`config.mk`:
```
export PLATFORM = sky130hd
export DESIGN_NAME = tps_ram
export DESIGN_NICKNAME = d
export VERILOG_FILES = /design/src/tps_ram.sv
export SDC_FILE = /design/constraint.sdc
export NUM_CORES = 2
export LEC_CHECK = 0
export BUFFER_PORTS_ARGS = -buffer_cell sky130_fd_sc_hd__buf_2
export CORE_MARGIN = 10
export CORE_UTILIZATION = 30
export DETAILED_ROUTE_END_ITERATION = 10
export MAX_ROUTING_LAYER = met4
export PLACE_DENSITY = 0.46
export SKIP_CTS_REPAIR_TIMING = 1
export SKIP_LAST_GASP = 1
export SLEW_MARGIN = 10
export SYNTH_ARGS = -nofsm -noshare
export SYNTH_HDL_FRONTEND = slang
export SYNTH_SLANG_ARGS = --single-unit
```
`constraint.sdc`:
```
create_clock -name clk -period 3.4 [get_ports clk]
set_clock_uncertainty 0.05 [all_clocks]
set_input_delay 0.51 -clock clk [delete_from_list [all_inputs] [get_ports clk]]
set_output_delay 0.51 -clock clk [all_outputs]
set_load 0.005 [all_outputs]
```
`src/tps_ram.sv`:
```
// Generic single-write, single-read RAM with registered read data.
`default_nettype none
module tps_ram #(
	parameter int WIDTH = 16,
	parameter int DEPTH = 256,
	localparam int AW = (DEPTH > 1) ? $clog2(DEPTH) : 1
) (
	input  wire logic             clk,
	input  wire logic             we,
	input  wire logic [AW-1:0]    waddr,
	input  wire logic [WIDTH-1:0] wdata,
	input  wire logic [AW-1:0]    raddr,
	output logic      [WIDTH-1:0] rdata
);
	logic [WIDTH-1:0] mem [DEPTH];

	always_ff @(posedge clk) begin
		if (we) begin
			mem[waddr] <= wdata;
		end
		rdata <= mem[raddr];
	end
endmodule
`default_nettype wire
```
## After elaboration in Yosys (flattened, before gate mapping)

Memories as Yosys holds them, arrays and structs flattened. A register that Yosys moved wholly into a read port is not among the register bits.
Cells that the tools add are included.

| word-level totals | value |
|---|---|
| flip-flop bits (word level) | 0 |
| RAM bits | 4096 |
| input port bits | 34 |
| output and inout bits | 16 |
| logic and storage cells | 3 |
| memories kept | 1 |

| operators by class | value |
|---|---|
| muxes and demuxes | 2 |

Memories:

| memory | depth | bits a word | read ports | clocked after memory_dff | wr ports | RTL line | RTL |
|---|---|---|---|---|---|---|---|
| mem | 256 | 16 | 1 | 1 | 1 | 15 | `logic [WIDTH-1:0] mem [DEPTH];` |

Operators with widths:

| kind | number |
|---|---|
| two-way mux 1 bit | 2 |

## Longest topological paths before layout

| logic depth | value |
|---|---|
| depth in word-level cells | 2 |
| gate-level depth with buffers | 12 |
| mapped depth without buffers | 6 |

## Worst setup path after synthesis

Ideal clock, no wire load.

| timing | value |
|---|---|
| path kind | in2reg |
| start point | input waddr[3] |
| end point | memory mem[235][0] (enable) |
| setup time | 0.388 ns |
| arrival | 2.287 ns |
| data required time | 2.962 ns |
| path slack | 0.675 ns |
| cell stages on the path | 6 |
| path buffers | 3 |
| cells stage by stage | clkbuf_1 nor2b_1 clkbuf_1 nand4_1 clkbuf_1 nor2_1 |

RTL lines:

| what | RTL line | RTL |
|---|---|---|
| start: declaration | 10 | `input wire logic [AW-1:0] waddr,` |
| end: declaration | 15 |  |

Straight into the memory's write port.

==> metrics.md <==
| Metric | Value |
|---|---|
| Seq cells post-synth | `4112` |
| Number of nets in the layout | `~8400` |
| Async SR Flop Fraction | `0%` |
| Worst slew pin tran | `about 1.3 ns` |
| Clock Latency Late Sink | `1.01 ns` |
| Die area | `559000 µm²` |
| Share of the synthesized area in the top cell type | `77.5%` |
| Initial antenna violation count | `39` |
| Initial drt markers | `8775` |
| CTS tree | `yes` |
| Tmin final | `between 3 and 4 ns` |
| List of most frequent post-synthesis cells | `4096 x edfxtp_1, 797 x mux4_2, 565 x mux2i_1` |
| TritonRoute pass-1 iters | `5` |
| Grt ovf | `0` |
| Most common cell in the netlist | `edfxtp_1` |
| Port Buffers | `49` |
| Die width | `747 µm` |
| Ys Warns | `0` |
| Area Overhead vs Synth | `19.4%` |
| Peak VDD IR | `0.424 mV` |
| Final slew viol count | `0` |
| CTS max path bufs | `4` |
| Clock Tree Root | `clkbuf_16` |
| Gp weighted congestion | `0.811` |
| TritonCTS Buffers | `443` |
| Min-Delay Startpoint | `wdata[7]` |
| Post-route insts no fill | `15800` |
| Largest net degree at the start of global routing | `between 150 and 200` |
| Worst slew margin relative to its limit | `14.4%` |
| Row count | `approximately 270` |
| Fraction of layout instances using a drive strength above 1 | `approximately 31%` |
| Final WL | `approximately 480000 µm` |
| Unrepaired setup endpoints after global routing | `false` |
| Placed cell count | `roughly 15000` |
| Placed Area | `175000 µm²` |
| HP Class | `input port to flop` |
| Post-synth cell types | `52` |
| Worst r2r src | `mem[19][2]` |
| Endpoints failing setup | `0` |
| Syn Inst Count | `7360` |
| Vias per cell | `5.08` |
| Final period util | `approximately nine tenths` |
| Reg clk slew, reported paths | `0.06 ns` |
| Top FF cell, synth | `edfxtp_1` |
| DRC viols | `0` |
| Total core area | `528000 µm²` |
| First-pass GRT wire length | `663000 µm` |
| Number of routed nets with antenna violations | `0` |
| DR WL/cell | `between 30 and 40 µm` |
| Total power | `between 100 and 150 mW` |
| Sequential area share after synthesis | `77.7%` |
| Final Hold Fails | `0` |
| Mapped Area | `between 150000 and 200000 µm²` |
| # Max-Cap Violations | `0` |
| Clock Sinks | `4112` |
| Crit path DAT | `3.87 ns` |
| Reg2Reg Depth | `6` |
| Reg2Reg Setup Slack | `0.32 ns` |
| Number of synthesized flops with an enable pin | `approximately 4100` |
| WP data required | `about 4.2 ns` |
| Worst flop-to-flop path endpoint | `rdata[2]` |
| Total GRT Usage | `roughly 17%` |
| Crit-path max FO | `1` |
| Syn Area/Cell | `21.6 µm²` |
| Die height | `747 µm` |
| Via count | `roughly 80000` |
| Post-route cell area | `189000 µm²` |
| Max Freq | `0.325 GHz` |
| Synth top area cells | `edfxtp_1 77%, mux4_2 11%, mux2i_1 3.6%` |
| Crit Path Class | `flop to flop` |
| Hold Path Sink | `mem[84][7]` |
| P_leak | `60.3 nW` |
| Initial core utilization | `between 30% and 40%` |
| Pwr Density | `579 nW/µm²` |
| Vias in the first global route | `a little over 80000` |
| Hold path depth | `1` |
| Detailed placement HPWL | `approximately 300000 µm` |
| Critical Path Sink Type | `flop` |
| Outcome | `finished, final reports clean` |
| Startpoint Class | `flop` |
| I/O pin count | `50` |
| Synth area leader | `edfxtp_1` |
| Net count after synthesis | `7394` |
| H-tree depth | `5` |
-- cells by family after synthesis --
logic type,after synthesis,synth area share [%]
flops,4112,77.7
compound gates,786,3.54
buf+inv,456,1.69
mux,1450,15.5
simple gates,556,1.57
-- flip-flops by register name, summed over array words and instances, names as in the netlist --
| register | count |
|---|---|
| rdata | 16 |
| mem | 4096 |
-- power by group --
part | internal (mW) | total (mW) | switching [mW]
clock network | 27.7 | 47.6 | 19.9
registers | 55.9 | 56.0 | 0.113
logic | 2.29 | 6.12 | 3.83
-- worst max path at each step --
stage	from	cells after the start	to	slack (ns)
CTS	mem[54][2]	6	rdata[2]	0.18
global route	mem[23][2]	6	rdata[2]	0.25
global placement	raddr[1]	9	rdata[13]	-0.90
finish	mem[19][2]	6	rdata[2]	0.32
detailed placement	raddr[0]	9	rdata[2]	-0.57
floorplan	waddr[3]	6	mem[235][0]	0.67
-- area by class of cell --
| class | count | area, µm² |
|---|---|---|
| Clock buffer | 553 | 11700 |
| Clock inverter | 258 | 2620 |
| Multi-Input combinational cell | 2792 | 33300 |
| Timing Repair Buffer | 1027 | 9740 |
| Sequential cell | 4112 | 123000 |
| Antenna cell | 22 | 55.1 |
| Inverter | 4 | 27.5 |
| Fill cell | 48600 | 338000 |
| Tap cell | 6994 | 8750 |
-- layer usage --
layer | wire length, µm | track usage (%) | vias up
met3 | 26600 | 2.25 | 580
met4 | 11200 | 3.73 | 0
met5 | 0 | - | -
met1 | 211000 | 23.3 | 43700
li1 | - | - | 33400
met2 | 228000 | 27.0 | 2400
-- critical path: stages (launching register included) --
cell,delay (ns)
edfxtp_1,0.35
mux4_2,0.50
mux4_2,0.56
a22o_1,0.39
o32ai_1,0.70
buf_4,0.30
nor4_1,0.07
-- through the flow --
stage	setup WS (ns)	hold slack, ns	setup TNS, ns	utilization (%)
after floorplan	0.675	0.559	0	-
after global placement	-0.901	0.830	-7.69	33.1
after detailed placement	-0.567	0.836	-5.60	33.2
after CTS	0.179	-0.264	0	35.9
after global routing	0.251	0.0213	0	35.9
final	0.320	0.0306	0	35.9
-- placed cells by master, fill, tap and decap left out, types with 18 or more instances in the layout --
master     instances
o22ai_1          148
o21ai_0           37
nand4_1           26
a22o_1            32
a22oi_1           43
clkbuf_1          99
a211oi_1          18
buf_2             28
nand3_1           26
nor2_2           170
clkinv_2          64
mux2_2            88
buf_4            814
nor3_1            88
bufinv_16         45
a21oi_1          175
edfxtp_1        4096
diode_2           22
clkinv_1         108
a221oi_1          28
nor2_1           133
mux2i_1          565
buf_12           155
mux4_2           797
clkbuf_16        449
o221ai_1         252
nand2_1           37
No activity file was read; power rests on OpenSTA's default activity.
